<file path="src/design/kms_pkg.sv">
`default_nettype none
package kms_pkg;

  localparam int KEY_ROWS_MAX = 4;
  localparam int KEY_COLS_MAX = 4;
  localparam int ROWS_DEFAULT = 4;
  localparam int COLS_DEFAULT = 4;

  localparam int CFG_INDEX_W = 8;
  localparam int CFG_DATA_W  = 64;

  localparam logic [CFG_INDEX_W-1:0] REG_SETTLE_TICKS = 8'd0;
  localparam logic [CFG_INDEX_W-1:0] REG_PAUSE_TICKS  = 8'd1;
  localparam logic [CFG_INDEX_W-1:0] REG_CODES_LOW    = 8'd2;
  localparam logic [CFG_INDEX_W-1:0] REG_CODES_HIGH   = 8'd3;

  localparam logic [15:0] SETTLE_RESET     = 16'd1;
  localparam logic [15:0] PAUSE_RESET      = 16'd10;
  localparam logic [63:0] CODES_LOW_RESET  = 64'h2322_2112_202E_301E;
  localparam logic [63:0] CODES_HIGH_RESET = 64'h1831_321C_2625_2417;

  typedef struct packed {
    logic [3:0]      drive;
    logic [1:0]      row;
    logic [3:0]      report;
    logic [3:0]      down;
    logic [3:0][7:0] code;
  } tick_set_t;

  function automatic logic [7:0] key_code_of(input logic [63:0] low_half,
                                             input logic [63:0] high_half,
                                             input logic [1:0]  row,
                                             input logic [1:0]  col);
    logic [63:0] half;
    logic [2:0]  pos;
    half = row[1] ? high_half : low_half;
    pos  = {row[0], col};
    return half[pos*8 +: 8];
  endfunction

endpackage
`default_nettype wire

</file>
<file path="src/design/kms_lane.sv">
`default_nettype none
module kms_lane (
  input  wire logic       level,
  input  wire logic       was_pressed,
  input  wire logic [7:0] code,
  output logic            toggle,
  output logic            down,
  output logic            report
);

  assign down   = ~level;
  assign toggle = down != was_pressed;
  assign report = toggle && (code != 8'd0);

endmodule
`default_nettype wire

</file>
<file path="src/design/kms_merge.sv">
`default_nettype none
module kms_merge (
  input  wire logic              clk,
  input  wire logic              rst,
  input  wire logic              push,
  input  wire kms_pkg::tick_set_t push_set,
  output logic                   push_ready,
  output logic                   out_valid,
  input  wire logic              out_stall,
  output logic [3:0]             row_drive,
  output logic                   event_valid,
  output logic                   key_down,
  output logic [7:0]             key_code,
  output logic [1:0]             key_row,
  output logic [1:0]             key_column,
  output logic                   last_of_tick
);
  import kms_pkg::*;

  logic      a_valid;
  tick_set_t a_set;
  logic      b_valid;
  tick_set_t b_set;
  logic [3:0] b_mask;

  logic [3:0] sel;
  logic [1:0] col;
  logic       evt;
  logic       last;
  logic       b_take;
  logic       b_free;
  logic       a_move;

  always_comb begin
    sel = b_mask & (~b_mask + 4'd1);
    col = 2'd0;
    for (int i = 0; i < KEY_COLS_MAX; i++) begin
      if (sel[i]) begin
        col = 2'(i);
      end
    end
  end

  assign evt    = b_mask != 4'd0;
  assign last   = (b_mask & (b_mask - 4'd1)) == 4'd0;
  assign b_take = b_valid && !out_stall;
  assign b_free = !b_valid || (b_take && last);
  assign a_move = a_valid && b_free;
  assign push_ready = !a_valid || a_move;

  always_ff @(posedge clk) begin
    if (rst) begin
      a_valid <= 1'b0;
      b_valid <= 1'b0;
    end else begin
      if (push) begin
        a_valid <= 1'b1;
        a_set   <= push_set;
      end else if (a_move) begin
        a_valid <= 1'b0;
      end
      if (a_move) begin
        b_valid <= 1'b1;
        b_set   <= a_set;
        b_mask  <= a_set.report;
      end else if (b_take) begin
        if (last) begin
          b_valid <= 1'b0;
        end else begin
          b_mask <= b_mask & ~sel;
        end
      end
    end
  end

  assign out_valid    = b_valid;
  assign row_drive    = b_set.drive;
  assign event_valid  = evt;
  assign key_down     = evt ? b_set.down[col] : 1'b0;
  assign key_code     = evt ? b_set.code[col] : 8'd0;
  assign key_row      = evt ? b_set.row : 2'd0;
  assign key_column   = evt ? col : 2'd0;
  assign last_of_tick = last;

endmodule
`default_nettype wire

</file>
<file path="src/design/key_matrix_scanner.sv">
// Key matrix scanner. Each input beat is one time tick carrying the raw column
// levels; the block drives one row low per scan step, holds it for settle_ticks
// ticks, then samples all columns at once in parallel lanes, updates the pressed
// map and emits one output beat per reported key change (press or release, in
// column order), or a single beat with event_valid low when nothing is
// reported. Every beat carries the row drive for its tick and last_of_tick
// marks the final beat of a tick. After the last row all rows go high for
// scan_pause_ticks ticks. The state update for a tick is done at its acceptance;
// the merge stage that serializes beats gives one output beat per reported
// change (at least one beat per tick), so the sustained rate is one tick per
// cycle when ticks give a single beat and the output does not stall, and lower
// otherwise. Two tick sets are buffered, so a new tick is taken while earlier
// beats wait. Configuration writes are always ready; indexes beyond 3 are
// ignored.
`default_nettype none
module key_matrix_scanner #(
  parameter int ROWS = kms_pkg::ROWS_DEFAULT,
  parameter int COLS = kms_pkg::COLS_DEFAULT
) (
  input  wire logic                            clk,
  input  wire logic                            rst,
  input  wire logic                            cfg_valid,
  output logic                                 cfg_ready,
  input  wire logic [kms_pkg::CFG_INDEX_W-1:0] cfg_index,
  input  wire logic [kms_pkg::CFG_DATA_W-1:0]  cfg_data,
  input  wire logic                            in_valid,
  output logic                                 in_stall,
  input  wire logic [3:0]                      column_levels,
  output logic                                 out_valid,
  input  wire logic                            out_stall,
  output logic [3:0]                           row_drive,
  output logic                                 event_valid,
  output logic                                 key_down,
  output logic [7:0]                           key_code,
  output logic [1:0]                           key_row,
  output logic [1:0]                           key_column,
  output logic                                 last_of_tick
);
  import kms_pkg::*;

  typedef enum logic [1:0] {
    PH_SETTLE,
    PH_PAUSE
  } phase_t;

  localparam logic [2:0] ROWS_W   = 3'(ROWS);
  localparam logic [1:0] LAST_ROW = 2'(ROWS - 1);

  logic [15:0] settle_ticks;
  logic [15:0] scan_pause_ticks;
  logic [63:0] keycodes_low_half;
  logic [63:0] keycodes_high_half;

  phase_t      scan_phase;
  phase_t      scan_phase_next;
  logic [1:0]  current_row;
  logic [1:0]  current_row_next;
  logic [15:0] phase_count;
  logic [15:0] phase_count_next;
  logic [15:0] pressed_map;
  logic [15:0] pressed_map_next;

  logic        accept;
  logic        push_ready;
  logic [1:0]  row_eff;
  logic [15:0] count_inc;
  logic        sample;
  logic [3:0]  toggle;
  logic [3:0]  down;
  logic [3:0]  report;
  logic [3:0][7:0] code;
  tick_set_t   set;

  assign cfg_ready = 1'b1;
  assign accept    = in_valid && push_ready;
  assign in_stall  = !push_ready;

  assign row_eff   = ({1'b0, current_row} >= ROWS_W) ? 2'd0 : current_row;
  assign count_inc = phase_count + 16'd1;
  assign sample    = (scan_phase != PH_PAUSE) && (phase_count >= settle_ticks);

  for (genvar c = 0; c < KEY_COLS_MAX; c++) begin : g_lane
    assign code[c] = key_code_of(keycodes_low_half, keycodes_high_half, row_eff, 2'(c));
    if (c < COLS) begin : g_used
      kms_lane u_lane (
        .level       (column_levels[c]),
        .was_pressed (pressed_map[{row_eff, 2'(c)}]),
        .code        (code[c]),
        .toggle      (toggle[c]),
        .down        (down[c]),
        .report      (report[c])
      );
    end else begin : g_unused
      assign toggle[c] = 1'b0;
      assign down[c]   = 1'b0;
      assign report[c] = 1'b0;
    end
  end

  always_comb begin
    scan_phase_next  = scan_phase;
    current_row_next = current_row;
    phase_count_next = phase_count;
    pressed_map_next = pressed_map;
    set.drive  = 4'hF;
    set.row    = row_eff;
    set.report = 4'd0;
    set.down   = down;
    set.code   = code;
    if (scan_phase == PH_PAUSE) begin
      phase_count_next = count_inc;
      if (count_inc >= scan_pause_ticks) begin
        phase_count_next = 16'd0;
        current_row_next = 2'd0;
        scan_phase_next  = PH_SETTLE;
      end
    end else begin
      set.drive = ~(4'b0001 << row_eff);
      if (!sample) begin
        phase_count_next = count_inc;
        current_row_next = row_eff;
        scan_phase_next  = PH_SETTLE;
      end else begin
        set.report = report;
        for (int c = 0; c < KEY_COLS_MAX; c++) begin
          if (toggle[c]) begin
            pressed_map_next[{row_eff, 2'(c)}] = ~pressed_map[{row_eff, 2'(c)}];
          end
        end
        phase_count_next = 16'd0;
        if (row_eff == LAST_ROW) begin
          current_row_next = 2'd0;
          scan_phase_next  = (scan_pause_ticks != 16'd0) ? PH_PAUSE : PH_SETTLE;
        end else begin
          current_row_next = row_eff + 2'd1;
          scan_phase_next  = PH_SETTLE;
        end
      end
    end
  end

  always_ff @(posedge clk) begin
    if (rst) begin
      settle_ticks       <= SETTLE_RESET;
      scan_pause_ticks   <= PAUSE_RESET;
      keycodes_low_half  <= CODES_LOW_RESET;
      keycodes_high_half <= CODES_HIGH_RESET;
      scan_phase         <= PH_SETTLE;
      current_row        <= 2'd0;
      phase_count        <= 16'd0;
      pressed_map        <= 16'd0;
    end else begin
      if (cfg_valid && cfg_ready) begin
        case (cfg_index)
          REG_SETTLE_TICKS: settle_ticks       <= cfg_data[15:0];
          REG_PAUSE_TICKS:  scan_pause_ticks   <= cfg_data[15:0];
          REG_CODES_LOW:    keycodes_low_half  <= cfg_data;
          REG_CODES_HIGH:   keycodes_high_half <= cfg_data;
          default: ;
        endcase
      end
      if (accept) begin
        scan_phase  <= scan_phase_next;
        current_row <= current_row_next;
        phase_count <= phase_count_next;
        pressed_map <= pressed_map_next;
      end
    end
  end

  kms_merge u_merge (
    .clk          (clk),
    .rst          (rst),
    .push         (accept),
    .push_set     (set),
    .push_ready   (push_ready),
    .out_valid    (out_valid),
    .out_stall    (out_stall),
    .row_drive    (row_drive),
    .event_valid  (event_valid),
    .key_down     (key_down),
    .key_code     (key_code),
    .key_row      (key_row),
    .key_column   (key_column),
    .last_of_tick (last_of_tick)
  );

endmodule
`default_nettype wire
</file>
<file path="config.mk">
export PLATFORM = sky130hd
export DESIGN_NAME = key_matrix_scanner
export DESIGN_NICKNAME = d
export VERILOG_FILES = /design/src/design/kms_pkg.sv /design/src/design/kms_lane.sv /design/src/design/kms_merge.sv /design/src/design/key_matrix_scanner.sv
export SDC_FILE = /design/constraint.sdc
export NUM_CORES = 1
export LEC_CHECK = 0
export ABC_AREA = 1
export ABC_CLOCK_PERIOD_IN_PS = 3000
export BUFFER_PORTS_ARGS = -buffer_cell sky130_fd_sc_hd__buf_2
export CORE_UTILIZATION = 45
export CTS_BUF_LIST = sky130_fd_sc_hd__clkbuf_4 sky130_fd_sc_hd__clkbuf_8
export DETAILED_ROUTE_END_ITERATION = 8
export PLACE_DENSITY = 0.75
export SKIP_LAST_GASP = 1
export SYNTH_ARGS = -nofsm -noshare
export SYNTH_HDL_FRONTEND = slang
export SYNTH_HIERARCHICAL = 1
export SYNTH_SLANG_ARGS = --single-unit
</file>
<file path="constraint.sdc">
create_clock -name clk -period 3 [get_ports clk]
set_clock_uncertainty 0.1 [all_clocks]
set_input_delay 0.6 -clock clk [delete_from_list [all_inputs] [get_ports clk]]
set_output_delay 0.6 -clock clk [all_outputs]
set_load 0.01 [all_outputs]
</file>
==> Yosys cells after proc, flatten, opt, wreduce, memory -nomap -nowiden <==
Index checks and enable logic that the tools add are counted.
{ "word_totals": {"ff_bits": 290, "input_bits": 81, "output_inout_bits": 22, "wordCells": 179} }
{ "op_classes": {"addsub": 4, "order_cmp": 11, "n_eq_ne": 12, "n_shift": 5, "n_mux": 61, "bitwise": 17, "n_reduce_logical": 43} }
{ "ops": {"columns": ["cell", "count"], "rows": [
  ["64-bit by 7-bit indexed part select with 8-bit output", 4],
  ["16-bit 2-to-1 mux", 13],
  ["16-bit bitwise mux", 4],
  ["64-bit 2-to-1 mux", 1],
  ["16-bit >= comparator", 2],
  ["8-bit nonzero test", 4],
  ["4-bit by 5-bit less-than comparator with 1-bit output (second input constant)", 4],
  ["1-bit 2-to-1 mux", 19],
  ["2-bit 2-to-1 mux", 9],
  ["16-bit by 1-bit adder with 16-bit output (second input constant)", 1],
  ["8-bit binary-select mux with 2-bit select", 1],
  ["8-bit by 2-bit == test with 1-bit output (second input constant)", 2],
  ["4-bit by 1-bit >= comparator with 1-bit output (second input constant)", 4],
  ["8-bit 2-to-1 mux", 2],
  ["2-bit AND reduction", 8],
  ["16-bit nonzero test", 1],
  ["1-bit logical AND", 13],
  ["4-bit AND", 3],
  ["4-bit 2-to-1 mux", 3],
  ["4-bit NOT", 3],
  ["1-bit NOT", 11],
  ["1-bit binary-select mux with 2-bit select", 5],
  ["3-bit AND reduction", 3],
  ["1-bit demux with 2-bit select", 4],
  ["other kinds (18)", 29]
]} }

==> Logic depth before layout (Yosys ltp) <==
{ "logic_depth": {"word_depth": 18, "mapped_depth": 19, "mapped_depth_nobuf": 18} }

==> By module <==
Netlist, hierarchy kept.
{ "by_module_without_submodules": {"columns": ["mod", "instances", "cells_per_inst", "area_per_inst_um2"], "rows": [
  ["key_matrix_scanner", 1, 1304, 9247.6],
  ["kms_merge", 1, 237, 3508.4],
  ["kms_lane", 4, 11, 46.3]
]} }

==> Worst setup path before layout <==
No wires, ideal clock.
{ "synth_timing": {"path_kind": "register -> register", "startpoint": "register u_merge.b_mask[0]", "endpoint": "register u_merge/a_set[0] in the netlist's numbering (enable)", "setup_time_ps": 400, "arrival_time_ps": 2466, "path_slack_ps": 34, "path_stages_with_launch": 11, "n_path_buf": 1, "path_cell_list": "edfxtp_1 nor2_1 nand2_1 nand2_1 nand3_1 nand3_1 nand2_1 inv_1 buf_2 nand2_1 inv_1"} }
{ "synth_between": {"elab_chain_cells": 9} }
{ "synth_lines": {"columns": ["element", "line", "rtl"], "rows": [
  ["start, declared", "kms_merge.sv:24", "logic [3:0] b_mask;"],
  ["start signal, assigned", "kms_merge.sv:65", "b_mask <= a_set.report;"],
  ["start signal, assigned", "kms_merge.sv:70", "b_mask <= b_mask & ~sel;"],
  ["4-bit by 1-bit subtractor with 4-bit output", "kms_merge.sv:45", "assign last = (b_mask & (b_mask - 4'd1)) == 4'd0;"],
  ["4-bit AND (*)", "kms_merge.sv:45", null],
  ["4-bit zero test (*)", "kms_merge.sv:45", null],
  ["1-bit logical AND (*)", "kms_merge.sv:47", "assign b_free = !b_valid || (b_take && last);"],
  ["1-bit logical OR (*)", "kms_merge.sv:47", null],
  ["1-bit logical AND (*)", "kms_merge.sv:48", "assign a_move = a_valid && b_free;"],
  ["1-bit logical OR (*)", "kms_merge.sv:49", "assign push_ready = !a_valid || a_move;"],
  ["via push_ready", "key_matrix_scanner.sv:64", "logic push_ready;"],
  ["1-bit logical AND (*)", "key_matrix_scanner.sv:75", "assign accept = in_valid && push_ready;"],
  ["via accept", "key_matrix_scanner.sv:63", "logic accept;"],
  ["2-bit AND reduction (no source line) (*)", null, null],
  ["end signal, assigned", "kms_merge.sv:58", "a_set <= push_set;"],
  ["end, declared", "kms_merge.sv:21", "tick_set_t a_set;"]
]} }
Mark *: on every way through the listed nets, which the timed path passes. The rest lies on a longest branch.
A chain may end at the register's enable or synchronous reset.

==> Worst setup path in the final report <==
{ "layout_timing": {"startpoint": "register u_merge.b_mask[1]", "endpoint": "output port key_code[1]"} }
{ "layout_between": {"elab_chain_cells": 9, "elab_cells_between_ends": 10} }
{ "layout_lines": {"columns": ["element", "line", "rtl"], "rows": [
  ["4-bit NOT", "kms_merge.sv:35", "sel = b_mask & (~b_mask + 4'd1);"],
  ["4-bit by 1-bit adder with 4-bit output", "kms_merge.sv:35", null],
  ["4-bit AND", "kms_merge.sv:35", null],
  ["1-bit 2-to-1 mux", "kms_merge.sv:38", "if (sel[i]) begin"],
  ["2-bit 2-to-1 mux (2 in series)", "kms_merge.sv:38", null],
  ["8-bit binary-select mux with 2-bit select", "kms_merge.sv:80", "assign key_code = evt ? b_set.code[col] : 8'd0;"],
  ["8-bit 2-to-1 mux (not written as such)", "kms_merge.sv:80", null],
  ["8-bit 2-to-1 mux (*)", "kms_merge.sv:80", null],
  ["end, declared", "key_matrix_scanner.sv:34", "output logic [7:0] key_code,"]
]} }
Every way passes the cells marked *; elsewhere a longest branch is shown, timed or not. The select of a mux whose other input is x is not followed.

==> metrics <==
largest cells by area after synthesis=dfxtp_1 30%, edfxtp_1 21%, nor2_1 8.0%, o21ai_0 7.2%, nand2_1 6.4%; Buf+Inv Stages, Crit Path=2; Hold Path Stages=3; P_leak=6.25 nW; count leader, synth=nor2_1; flop2flop setup slack=0.29 ns; Final Wtd Congestion=0.860; crit path time final=approximately 2.8 ns; Hold Fails Final Rpt=0; DR iter-0 viols=1,012; die width=172 um; Max FO, Critical Path=10; ys flop type=dfxtp_1; Crit Reg-Reg Endpoint=current_row[1]$_SDFFE_PP0P_; top-area cell type share of the netlist area=0.305; largest stage delay on the critical path=0.43 ns; commonest cells in the synthesized netlist=277 x nor2_1, 221 x nand2_1, 197 x dfxtp_1; reg-to-reg critical path startpoint=phase_count[1]$_SDFFE_PP0P_; Mapped Cells=1,585; CTS Root Cell=clkbuf_8; hold endpoint=keycodes_high_half[16]$_SDFFE_PP1P_; clock latency on the worst-skew pair=approximately 0.56 ns; global-route wire length before repair=51.2 mm; WS Path Type=reg -> out; H-Tree Depth=2; gr ovfl total=0; Max Slew Vio Count=0; clock buffer depth=3; DR WL/cell=approximately 15 um; WP data arrival=about 2.1 ns; FF-to-FF path depth=17; Cell Rows=just over 60; initial antenna violation count=0; synthesized area=roughly 13,000 um^2; antenna cells=0; antenna-violating nets left=0; Initial DRT Pass Iterations=7; crit path cell chain=nor2_1 -> o21ai_2 -> inv_2 -> nand3_1 -> a21oi_1 -> buf_2; crit path capture type=primary output; die span in y=172 um; DR vias=around 11,000; Setup violations, final=0; MaxCap Viol Count=0; Slew @ Worst Pin=0.650 ns; Worst EP required=between 2 and 2.5 ns; fin util=0.526; Setup TNS=0 ns; clock-pin slew on the worst setup and hold paths=0.06 ns; I/O Buffers=101; final wirelength=between 30 and 40 mm; Synth area leader=dfxtp_1; Worst Hold Class=in -> reg; DIE AREA=29,400 um^2; Syn Nets=1,703; family with the most delay on the worst path=flip-flops; core area=28,000 um^2; Startpoint Class=register; P per Cell Area=574 nW/um^2; initial core utilization=0.462; run status=completed; Max IR drop VDD=0.313 mV; sequential element share of the synthesized area=0.518; CP max-delay cell=edfxtp_1; Async SR Flop Fraction=0; vias per cell=5.24; number of remaining DRC errors=0; TritonCTS clock tree=done; Synth cell types=39; FMAX=361 MHz; number of flops mapped to enable cells by yosys=92; clock sink total=289; largest net degree at the start of global routing=72; All-Layer GR Usage=0.221; area grow syn2layout=13.9%; Synth Register Bits=a little under 300; fin nets=1,781; RSZ-0062 raised after global routing=true; layout cells sized above 1=0.140; post-DP HPWL=21.5 mm; HP Start=cfg_data[16]; CTS buffer count=45; relative slew slack=0.567; vias in the first global route=9,982; synth warn=6; final period utilization=0.924; I/O pins=103; Mapped Avg Cell Area=8.16 um^2
layer usage:
layer	share of wire	vias up	wire [um]	GRT usage
met4	0.027	0	854	0.0839
met5	0	-	0	0
met3	0.067	52	2150	0.0336
met2	0.45	391	14300	0.341
li1	-	5418	-	-
met1	0.46	5028	14800	0.310
per-stage QoR:
stage	area (um^2)	total power [mW]	std cells	hold WS, ns	setup WS [ns]
6_report	14700	8.46	2078	0.151	0.227
5_1_grt	14700	8.79	2078	0.150	0.00572
4_1_cts	14700	8.50	2076	0.128	0.186
3_5_place_dp	13700	5.03	1992	0.305	0.209
3_3_place_gp	13700	5.01	1992	0.301	0.207
2_1_floorplan	12900	4.74	1585	0.300	0.0339
power breakdown:
group / switching [mW] / internal (mW) / total [mW]
registers: 0.0352 / 4.13 / 4.16
clock network: 1.52 / 1.98 / 3.50
logic: 0.556 / 0.247 / 0.803
worst reg2reg max path, stage by stage (launching register included):
cell	delay, ns
dfxtp_1	0.40
ha_2	0.23
nand3_1	0.16
nor2_1	0.17
nand3_1	0.10
xor2_1	0.14
inv_1	0.08
ha_1	0.27
nand2_1	0.05
inv_1	0.07
nand3_1	0.07
nor2_1	0.12
nand3_1	0.08
nand4_1	0.10
buf_4	0.16
nand3_1	0.11
nand2_1	0.10
a21oi_1	0.07
kinds of logic after synthesis:
family,count (synthesis),share of synthesized area
buffers and inverters,244,0.0780
DFF,289,0.518
other,1,0.000290
adders and majority gates,37,0.0358
xor gates and xnor gates,12,0.00812
AOI/OAI and AO/OA,355,0.146
and+or+nand+nor,647,0.214
area by class of cell:
| type | instances | area (um^2) |
|---|---|---|
| timing repair buffer | 124 | 753 |
| sequential | 289 | 6720 |
| multi-input combinational | 1053 | 5250 |
| clock inverter | 12 | 92.6 |
| inverter | 150 | 566 |
| tap | 378 | 473 |
| fill | 2583 | 13300 |
| clock buffer | 72 | 891 |
cells in the final DEF, fill, tap and decap left out, types with 7 or more instances in the layout:
| cell type | instances |
|---|---|
| nor2_1 | 277 |
| nand3_1 | 90 |
| xor2_1 | 10 |
| nand4_1 | 13 |
| nand3b_1 | 18 |
| buf_2 | 101 |
| ha_1 | 36 |
| clkbuf_8 | 56 |
| o21ai_1 | 11 |
| o211ai_1 | 15 |
| edfxtp_1 | 92 |
| nor3_1 | 8 |
| nand2_1 | 221 |
| buf_4 | 17 |
| o21ai_0 | 184 |
| clkbuf_4 | 16 |
| inv_2 | 8 |
| dfxtp_1 | 190 |
| dfxtp_2 | 7 |
| o22ai_1 | 35 |
| a21oi_1 | 103 |
| inv_1 | 140 |
worst max-delay path by stage:
stage | startpoint | end | slack, ns | cells after the start
floorplan | u_merge/b_mask[0]$_SDFFCE_PN0P_ | u_merge/a_set[0]$_DFFE_PP_ | 0.03 | 10
global placement | phase_count[1]$_SDFFE_PP0P_ | phase_count[12]$_SDFFE_PP0P_ | 0.21 | 16
finish | u_merge/b_mask[1]$_DFFE_PP_ | key_code[1] | 0.23 | 6
CTS | phase_count[1]$_SDFFE_PP0P_ | phase_count[12]$_SDFFE_PP0P_ | 0.19 | 16
global route | phase_count[1]$_SDFFE_PP0P_ | phase_count[3]$_SDFFE_PP0P_ | 0.006 | 17
detailed placement | phase_count[1]$_SDFFE_PP0P_ | phase_count[12]$_SDFFE_PP0P_ | 0.21 | 16
sequential cells by signal, summed over array words and instances (netlist names):
| register | cells |
|---|---|
| phase_count | 16 |
| keycodes_high_half | 64 |
| u_merge/b_mask | 4 |
| u_merge/out_valid | 1 |
| scan_phase | 1 |
| keycodes_low_half | 64 |
| u_merge/a_set | 46 |
| current_row | 2 |
| u_merge/a_valid | 1 |
| scan_pause_ticks | 16 |
| u_merge/row_drive | 4 |
| pressed_map | 16 |
| u_merge/b_set | 38 |
| settle_ticks | 16 |
timing repair:
action / CTS / global route
endpoints found under the hold margin: 0 / 0
endpoints found under the setup margin: 0 / 18
hold buffers: 0 / 0
resized for setup: 0 / 11
setup buffers: 0 / 1
(Power assumes the default switching activity.)
